$ cat src/mps_pkg.sv
package mps_pkg;

  localparam int MAX_ELEMENTS = 256;
  localparam int ELEMENT_BITS = 16;

  localparam int IN_BITS   = 16;
  localparam int PROD_BITS = 64;
  localparam int FULL_BITS = PROD_BITS + ELEMENT_BITS;
  localparam int ADDR_BITS = (MAX_ELEMENTS > 1) ? $clog2(MAX_ELEMENTS) : 1;
  localparam int CNT_BITS  = $clog2(MAX_ELEMENTS + 1);

  typedef logic signed [ELEMENT_BITS-1:0] elem_t;
  typedef logic signed [PROD_BITS-1:0]    prod_t;
  typedef logic [ADDR_BITS-1:0]           addr_t;
  typedef logic [CNT_BITS-1:0]            cnt_t;

  typedef struct packed {
    prod_t product;
    logic  overflow;
  } mul_res_t;

endpackage

$ cat src/mps_mul.sv
module mps_mul (
  input  logic             clk,
  input  logic             lo_en,
  input  mps_pkg::prod_t   a,
  input  mps_pkg::elem_t   b,
  output mps_pkg::mul_res_t res
);
  import mps_pkg::*;

  // a * b = (a_hi * b) << 32 + (a_lo unsigned * b), low half first;
  // one 33 x 16 multiplier serves both halves
  logic signed [32:0]              half;
  logic signed [ELEMENT_BITS+32:0] part;
  logic signed [FULL_BITS-1:0]     acc;
  logic signed [FULL_BITS-1:0]     full;
  logic [FULL_BITS-PROD_BITS:0]    top_bits;

  assign half = lo_en ? $signed({1'b0, a[31:0]})
                      : $signed({a[PROD_BITS-1], a[PROD_BITS-1:32]});
  assign part = half * b;

  always_ff @(posedge clk) begin
    if (lo_en) begin
      acc <= {{(FULL_BITS-ELEMENT_BITS-33){part[ELEMENT_BITS+32]}}, part};
    end
  end

  assign full     = acc + $signed({part[ELEMENT_BITS+31:0], 32'b0});
  assign top_bits = full[FULL_BITS-1:PROD_BITS-1];

  // product fits in 64 signed bits only if the upper bits are a sign extension
  assign res.product  = full[PROD_BITS-1:0];
  assign res.overflow = !((&top_bits) || !(|top_bits));

endmodule

$ cat config.mk
export PLATFORM = sky130hd
export DESIGN_NAME = mps_mul
export DESIGN_NICKNAME = d
export VERILOG_FILES = /design/src/mps_pkg.sv /design/src/mps_mul.sv
export SDC_FILE = /design/constraint.sdc
export NUM_CORES = 2
export LEC_CHECK = 0
export BUFFER_PORTS_ARGS = -buffer_cell sky130_fd_sc_hd__buf_2
export CAP_MARGIN = 10
export CORE_MARGIN = 10
export CORE_UTILIZATION = 25
export DETAILED_ROUTE_END_ITERATION = 6
export PLACE_DENSITY = 0.48
export SKIP_LAST_GASP = 1
export SLEW_MARGIN = 10
export SYNTH_ARGS = -nofsm -noshare
export SYNTH_HDL_FRONTEND = slang
export SYNTH_SLANG_ARGS = --single-unit
export TNS_END_PERCENT = 30
$ cat constraint.sdc
create_clock -name clk -period 22.5 [get_ports clk]
set_input_delay 0 -clock clk [delete_from_list [all_inputs] [get_ports clk]]
set_output_delay 0 -clock clk [all_outputs]
set_load 0.02 [all_outputs]
* Yosys cells after proc, flatten, opt, wreduce, memory -nomap -nowiden
Cells that the tools add are included.
Widths: inputs -> output; s select.
** Storage, ports and cells
- Output and inout bits :: 65
- Flip-flop bits (word level) :: 49
- Input bits :: 82
** Operators by class
- Multiplexer cells :: 1
- Add/subtract/negate cells :: 1
- Multiply operators :: 1
- Reduce and logical (&&, ||, !) cells :: 5
** Operators with widths (count)
- $add 49x80->80 :: 1
- $mul 33x16->49 :: 1
- $mux 33 :: 1
- $reduce_and 17->1 :: 1
- $reduce_or 17->1 :: 1
- $logic_not 1->1 :: 2
- $logic_or 1x1->1 :: 1

* Logic depth before layout (Yosys ltp)
- Depth after elaboration :: 7
- Gate-level depth with buffers :: 44
- Gate-level depth less buffers :: 38

* Least setup slack after synthesis
Ideal clock, no wire load.
- Path type :: input port to output port
- From :: in lo_en
- To :: out res[0] (netlist name)
- Data arrival time :: 9496 ps
- Path slack :: 13004 ps
- Cell stages on the path :: 43
- Cell sequence :: clkbuf_1 > clkbuf_1 > mux2_2 > clkbuf_1 > nand2_1 > fa_1 > inv_1 > fa_1 > inv_1 > fa_1 > inv_1 > fa_1 > fa_1 > inv_1 > fa_1 > inv_1 > ha_1 > clkbuf_1 > (+7 left out) > a2111oi_0 > nor2_1 > nor2_1 > nor2_1 > ha_1 > clkbuf_1 > and3_1 > clkbuf_1 > nand2_1 > nor3_1 > nand2_1 > o21ai_0 > a211oi_1 > a311oi_1 > nand3_1 > or4_1 > nor4b_2 > mux2i_1
** RTL lines
- from (decl) :: line mps_mul.sv:3 : input logic lo_en,
- to (decl) :: line mps_mul.sv:6 : output mps_pkg::mul_res_t res

==> impl_metrics.csv <==
group,metric,value,unit
synthesis,yosys.area.top_type,"fa_1",
synthesis,async_reset_ff_share,0,%
cells_and_area,area_growth,7.91,%
synthesis,synth-edff-count,49,
floorplan,die_y,325,um
route,vias_per_cell,4.44,
synthesis,syn_inst,2649,
worst_setup_path,cp-startpoint,"lo_en",
hold_path,worstHoldStart,"b[0]",
clock_network,cts_buffer_depth,2,
worst_setup_path,critical_path.most_common_cell,"fa_1",
cells_and_area,largest_reg_flops,49,
timing,rsz0062_at_grt,"no",
synthesis,ys_types,70,
global_route,grt_pass1_vias,18700,
timing,finalHoldViolations,0,
cells_and_area,top_regs,"acc: 49 flops",
floorplan,core-area,92100,um^2
worst_setup_path,critPathCaptureType,"output pin",
route,antenna_left,0,
route,drtIter0Drc,872,
floorplan,placementRows,111,
route,wl_per_cell,17.8,um
worst_setup_path,cp_max_fo,51,
outcome,outcome,"finished clean",
synthesis,synth_most_common_cell,"inv_1",
synthesis,syn_nets,3395,
synthesis,synth_flop_cell,"edfxtp_1",
worst_setup_path,worstPathArrival,10.73,ns
floorplan,dieArea,106000,um^2
synthesis,yosys_warnings,0,
timing,worstMarginPinSlew,0.992,ns
clock_network,numCtsBuffers,5,
place,gp_congestion,0.838,
synthesis,synth.top_cell.area_share,43.1,%
worst_setup_path,max_stage_delay,0.70,ns
floorplan,ios,147,
floorplan,die_x,325,um
timing,setup_tns,0,ns
route,first_pass_iters,5,
global_route,grt_pass1_wl,109,mm
cells_and_area,post-route-util,27.3,%
cells_and_area,seqCellArea,1470,um^2
clock_network,cts_sinks,49,
synthesis,avgSynthCellArea,8.79,um^2
clock_network,cts_hold_buf,0,
cells_and_area,multi_input_comb_area,18800,um^2
clock_network,cts_resized,0,
route,wl,69.3,mm
timing,fmax,0.0932,GHz
route,vias,17300,
clock_network,clk_pin_slew,0.07,ns
worst_setup_path,start_kind,"input port",
synthesis,netlist_area,23300,um^2
timing,period_share,47.7,%
global_route,grt_use_total,13.0,%
synthesis,ys_seq_area_share,6.32,%
run,cap_viol_max_count,0,
global_route,grt_overflow,0,
cells_and_area,regMostFlops,"acc",
timing,finalSetupViolCount,0,
cells_and_area,fin_nets,3402,
clock_network,cts_tree,"built",
worst_setup_path,crit_slowest_cell,"buf_4",
synthesis,yosys-top-cells-count,"inv_1, fa_1, nand2_1, and2_1, ha_1",
global_route,busiest_layer,"met2",
cells_and_area,fill_cells,10000,
global_route,grtUsageMet3,1.09,%
synthesis,ys_seq_elements,49,
clock_network,postCtsSetupBuffers,0,
place,portBuffers,146,
clock_network,htree_levels,2,
worst_setup_path,cp_data_required_time,22.50,ns
clock_network,root_buffer,"clkbuf_16",
global_route,grt_max_degree,52,
timing,slew_viol_final,0,
route,drc,0,
global_route,grtUsageMet1,16.9,%
worst_setup_path,worstSetupPathType,"input port to output pin",
global_route,antenna_found_initial,10,
hold_path,min_path_type,"input port to register",
floorplan,start_util,25.3,%
place,dp_hpwl,55.8,mm
synthesis,ys_top_cells_by_area,"fa_1, inv_1, ha_1",
global_route,use_met2,23.2,%
timing,fin_crit,10.74,ns
timing,max_slew_margin,33.9,%
cells_and_area,diodes,0,
cells_and_area,drive_above_1_share,7.98,%
metrics by stage:
stage	hold WS, ns	setup WS, ns	instances	area [um^2]
floorplan	0.112	13.00	2649	23300
global placement	0.455	11.85	3892	24900
detailed placement	0.451	11.81	3892	24900
CTS	0.552	11.77	3900	25100
global route	0.569	11.08	3900	25100
finish	0.556	11.77	3900	25100
worst paths after layout:
check / cells past startpoint / end
worst max-delay path: 36 / res[0]
worst min-delay path: 2 / acc[0]$_DFFE_PP_
cell usage in the layout, fill, tap and decap left out, drive strengths merged, types with 48 or more instances in the layout:
master,instances
inv,611
fa,501
nand2,351
and2,185
ha,163
buf,151
a21oi,105
nor2,69
xnor2,63
a21o,52
edfxtp,49
o21ai,48
critical path, delay by kind of cell:
family / cells / cell delay (ns)
mux: 2 / 0.68
buf+inv: 5 / 1.39
compound gates: 11 / 2.64
xor+xnor: 1 / 0.11
simple gates: 9 / 2.04
fa+ha+maj: 8 / 3.84
cell type report:
type	instances	share of cell area (%)
Sequential cell	49	5.86
Timing Repair Buffer	151	3.07
Inverter	611	9.13
Tap cell	1243	6.19
Multi-Input combinational cell	1838	75.0
Clock inverter	3	0.259
Clock buffer	5	0.498
layer usage:
metal | routed length (um) | vias up
li1 | - | 7999
met1 | 30600 | 8900
met2 | 35000 | 323
met3 | 2050 | 82
met4 | 1500 | 8
met5 | 60 | -
cells by family after synthesis:
family	share of synthesized area, %
compound gates	8.52
xor+xnor	3.39
fa+ha+maj	51.8
buf+inv	12.8
flops	6.32
mux	1.58
simple gates	15.5
Power is left out: the tool's default activity adds up to more than one toggle a clock period on the data nets, which glitch-free logic cannot reach.
