===== src/mps_pkg.sv =====
package mps_pkg;

  localparam int MAX_ELEMENTS = 256;
  localparam int ELEMENT_BITS = 16;

  localparam int IN_BITS   = 16;
  localparam int PROD_BITS = 64;
  localparam int FULL_BITS = PROD_BITS + ELEMENT_BITS;
  localparam int ADDR_BITS = (MAX_ELEMENTS > 1) ? $clog2(MAX_ELEMENTS) : 1;
  localparam int CNT_BITS  = $clog2(MAX_ELEMENTS + 1);

  typedef logic signed [ELEMENT_BITS-1:0] elem_t;
  typedef logic signed [PROD_BITS-1:0]    prod_t;
  typedef logic [ADDR_BITS-1:0]           addr_t;
  typedef logic [CNT_BITS-1:0]            cnt_t;

  typedef struct packed {
    prod_t product;
    logic  overflow;
  } mul_res_t;

endpackage


===== src/mps_store.sv =====
module mps_store (
  input  logic           clk,
  input  logic           we,
  input  mps_pkg::addr_t waddr,
  input  mps_pkg::elem_t wdata,
  input  logic           re,
  input  mps_pkg::addr_t raddr,
  output mps_pkg::elem_t rdata
);
  import mps_pkg::*;

  elem_t mem [MAX_ELEMENTS];

  always_ff @(posedge clk) begin
    if (we) begin
      mem[waddr] <= wdata;
    end
    if (re) begin
      rdata <= mem[raddr];
    end
  end

endmodule


===== config.mk =====
export PLATFORM = sky130hd
export DESIGN_NAME = mps_store
export DESIGN_NICKNAME = d
export VERILOG_FILES = /design/src/mps_pkg.sv /design/src/mps_store.sv
export SDC_FILE = /design/constraint.sdc
export NUM_CORES = 2
export LEC_CHECK = 0
export ABC_CLOCK_PERIOD_IN_PS = 3700
export BUFFER_PORTS_ARGS = -buffer_cell sky130_fd_sc_hd__buf_2
export CAP_MARGIN = 30
export CORE_MARGIN = 2
export CORE_UTILIZATION = 50
export CTS_CLUSTER_SIZE = 30
export DETAILED_ROUTE_END_ITERATION = 16
export PLACE_DENSITY = 0.65
export SYNTH_ARGS = -nofsm -noshare
export SYNTH_HDL_FRONTEND = slang
export SYNTH_SLANG_ARGS = --single-unit
export TNS_END_PERCENT = 30

===== constraint.sdc =====
create_clock -name clk -period 3.7 [get_ports clk]
set_input_delay 0.74 -clock clk [delete_from_list [all_inputs] [get_ports clk]]
set_output_delay 0.74 -clock clk [all_outputs]
set_load 0.02 [all_outputs]

======== After elaboration in Yosys (flattened, before gate mapping) ========
Memory sizes are Yosys's and may differ from the RTL's. A register that Yosys moved wholly into a read port is not among the register bits.
Index checks and enable logic that the tools add are counted.
cells by class
  multiplexer cells ....................... 2
operators with widths
  kind     count
  $mux W1  2
storage, ports and cells
  output and inout port bits .............. 16
  RAM bits ................................ 4,096
  input port bits ......................... 35
  logic and storage cells ................. 3
  memories ................................ 1
  register bits after elaboration ......... 0
memory list
  memory  depth  bits a word  read ports  clocked after memory_dff  write ports  RTL line         text
  mem     256    16           1           1                         1            mps_store.sv:12  elem_t mem [MAX_ELEMENTS];

======== Logic depth before layout (Yosys ltp) ========
  depth in word-level cells ............... 2
  mapped depth ............................ 12
  gate-level depth less buffers ........... 6

======== Worst setup path after synthesis ========
Ideal clock, no wire load.
  kind .................................... in2reg
  from .................................... input raddr[0]
  to ...................................... register rdata[4], read port of mem (data pin)
  path slack .............................. 0.711 ns
  path buffers ............................ 3
  required time ........................... 3.435 ns
  stages on the path ...................... 8
  arrival ................................. 2.724 ns
  setup time .............................. 0.265 ns
  cell sequence ........................... buf_6 > buf_6 > buf_2 > mux4_2 > mux4_2 > a22o_1 > o32ai_2 > nor4_2
RTL lines
  item             RTL line        text
  start, declared  mps_store.sv:7  input mps_pkg::addr_t raddr,
  end, declared    mps_store.sv:8  output mps_pkg::elem_t rdata

==> results_dict.tcl <==
set metrics [dict create \
    min_path_cells 1 \
    yosysWarningCount 0 \
    syn2layout_area_growth_pct 14.8 \
    layout_setup_ws_ns 0.373 \
    seq_area_frac_synth_pct 77.7 \
    cts_sinks 4112 \
    die_w_um 568 \
    status "complete, no violations" \
    syn_nets 7395 \
    wl_met1_um 163000 \
    critPathTopFamily "compound AO/OA/AOI/OAI gates" \
    hp-class "input port to flip-flop" \
    hp-start "wdata[4]" \
    min_period_ns 3.33 \
    synthCells 7360 \
    skew_ns 0.0611 \
    cts_max_level 5 \
    clock_latency_ns 1.00 \
    first_pass_iters 6 \
    overflow 0 \
    core_sq_mm 0.315 \
    switching_power_mw 20.7 \
    core.rowCount 206 \
    vias 80700 \
    r2r_cells 6 \
    antenna_found_initial 32 \
    synth_top_area_share_pct 77.7 \
    worstMarginPinSlew_ns 1.26 \
    wl_met2_um 203000 \
    routedWlPerCell_um 33.2 \
    synth_cell_types 51 \
    place.port_buffers 50 \
    cp.arrival_ns 4.01 \
    setup_viol 0 \
    critPathLaunchType "flip-flop" \
    io_pins 51 \
    path_clk_slew_ns 0.06 \
    rr_startpoint "mem[59][7]$_DFFE_PP_" \
    slew_violations 0 \
    grt_pass1_vias 79900 \
    die_h_um 568 \
    final-hold-violation-count 0 \
    place_ws_ns -0.467 \
    routed.top_layer "met5" \
    die_area_sq_mm 0.322 \
    post-dp-hpwl_um 262000 \
    synth-edff-count 4112 \
    cp-end-kind "flip-flop" \
    cts_resized 0 \
    p_sw_share_pct 21.6 \
    initial_core_util_pct 50.4 \
    synth_most_common_cell "edfxtp_1" \
    internal_power_mw 75.4 \
    comb_power_share_pct 5.4 \
    syn_avg_cell_area_sq_um 21.6 \
    drt_iter0_markers 11300 \
    via_per_inst 6.38 \
    ir_worst_vdd_v 0.000381 \
    grt_usage_pct 25.9 \
    ys_top_cells_by_area "edfxtp_1 78%, mux4_2 11%, mux2i_1 3.6%" \
    routed_wl_um 420000 \
    netlist_area_sq_mm 0.159 \
    rsz0062_at_grt "no" \
    ys_seq_elements 4112 \
    max_cap_viol_count 0 \
    place.gp.congestion 0.900 \
    synthFlopType "edfxtp_1" \
    drive_above_1_share_pct 27.6 \
    r2r_end "rdata[7]$_DFFE_PP_" \
    cts_buffer_depth 4 \
    required_ns 4.38 \
    cts_hold_buf 0 \
    fmax_mhz 301 \
    tritoncts "yes" \
    crit_chain "mux4_2 -> mux4_2 -> a22o_1 -> o32ai_1 -> buf_4 -> nor4_1" \
    worst_path_most_repeated_cell "mux4_2" \
    seq_power_share_pct 53.5 \
    crit_fanout 1 \
    p_clk_share_pct 41.1 \
    ant_nets 0 \
    postCtsSetupBuffers 0 \
    leakagePower_nw 58.6 \
    slew-limit-headroom_pct 15.9 \
    r2r_slack_ns 0.37 \
    whs_ns 0.170 \
    power-per-cell-area_mw_per_mm2 527 \
    synth_top_cells_by_count "4112 x edfxtp_1, 797 x mux4_2, 565 x mux2i_1" \
    crit_type "flip-flop to flip-flop" \
    numCtsBuffers 401 \
    drc 0 \
    yosysTopAreaCell "edfxtp_1" \
    path_buf_inv 1 \
    grt_max_degree 135 \
    hold_end "mem[244][4]$_DFFE_PP_" \
    nNetsFinal 8192 \
    wl_met3_um 41000 \
    cts_root_buffer "clkbuf_16" \
    async_flop_share_pct 0 \
    period_share_pct 89.9 \
    cp_slowest_cell "o32ai_1" \
    grt_pass1_wl_um 596000 \
    cp_slowest_stage_delay_ns 0.90 \
]
==> power by group through the flow <==
stage	clock, mW	sequential (mW)	combinational (mW)
global route	41.8	51.4	5.40
detailed placement	0	52.4	5.16
finish	39.5	51.4	5.19
CTS	40.0	51.4	5.17
floorplan	0	52.4	2.53
global placement	0	52.4	5.07
==> sequential cells by signal, indices dropped and copies added (netlist names) <==
signal / cells
mem: 4096
rdata: 16
==> worst reg2reg max path, stage by stage, from the launching register on <==
cell      delay (ns)
edfxtp_1        0.37
mux4_2          0.48
mux4_2          0.53
a22o_1          0.47
o32ai_1         0.91
buf_4           0.24
nor4_1          0.05
==> how the worst max path moves through the flow <==
stage / start / endpoint / slack [ns] / cells past startpoint
detailed placement: raddr[0] / rdata[15]$_DFFE_PP_ / -0.47 / 10
global route: raddr[0] / rdata[10]$_DFFE_PP_ / 0.42 / 13
global placement: raddr[0] / rdata[15]$_DFFE_PP_ / -0.51 / 10
CTS: mem[51][7]$_DFFE_PP_ / rdata[7]$_DFFE_PP_ / 0.48 / 6
floorplan: raddr[0] / rdata[4]$_DFFE_PP_ / 0.71 / 8
finish: mem[59][7]$_DFFE_PP_ / rdata[7]$_DFFE_PP_ / 0.37 / 6
==> through the flow <==
stage / instances / instance area (sq um) / power (mW) / util [%] / setup TNS (ns)
6_report: 12700 / 182000 / 96.1 / 57.8 / 0
3_3_place_gp: 11900 / 170000 / 57.5 / 53.8 / -2.91
2_1_floorplan: 7360 / 159000 / 55.0 / - / 0
4_1_cts: 12600 / 182000 / 96.6 / 57.8 / 0
5_1_grt: 12600 / 182000 / 98.6 / 57.8 / 0
3_5_place_dp: 11900 / 170000 / 57.6 / 53.8 / -3.14
==> placed cells by master, fill, tap and decap left out, types with 10 or more instances in the layout <==
cell and instances:
a221oi_1 28, nand3_1 27, o21ai_0 37, nand2_1 38
clkinv_16 12, buf_12 129, mux2i_1 565, and3_1 11
o22ai_1 148, inv_6 10, bufinv_16 28, a22oi_1 43
nand4_1 26, diode_2 16, o32ai_1 20, buf_8 17
o31ai_1 16, clkbuf_1 106, clkinv_2 51, o221ai_1 252
edfxtp_1 4112, nor2_1 241, buf_4 668, nor4_1 17
nor3_1 90, a21oi_1 175, nor2_2 62, clkinv_1 102
clkbuf_16 403, a22o_1 32, mux4_2 797, a211oi_1 18
mux2_2 88, buf_2 30
==> cell type report <==
class,count,area (sq um)
Fill cell,22700,133000
Sequential cell,4112,123000
Multi-Input combinational cell,2792,32900
Clock buffer,509,10500
Timing Repair Buffer,846,8030
Tap cell,4160,5200
Clock inverter,216,2120
Antenna cell,16,40.0
Inverter,4,27.5
==> kinds of logic (layout without fill, tap and decap cells) <==
group | after synthesis | in the layout | share of synthesized area, %
AND/OR/NAND/NOR | 556 | 556 | 1.57
multiplexers | 1450 | 1450 | 15.5
buffers and inverters | 456 | 1575 | 1.69
flip-flops | 4112 | 4112 | 77.7
other | 0 | 16 | 0
AO/OA/AOI/OAI | 786 | 786 | 3.53
==> layer usage <==
metal	vias to the layer above	GRT usage, %
li1	32900	-
met2	4234	41.1
met5	-	0
met1	42800	36.5
met3	679	5.04
met4	16	8.04
Power figures use the tool's default switching activity.
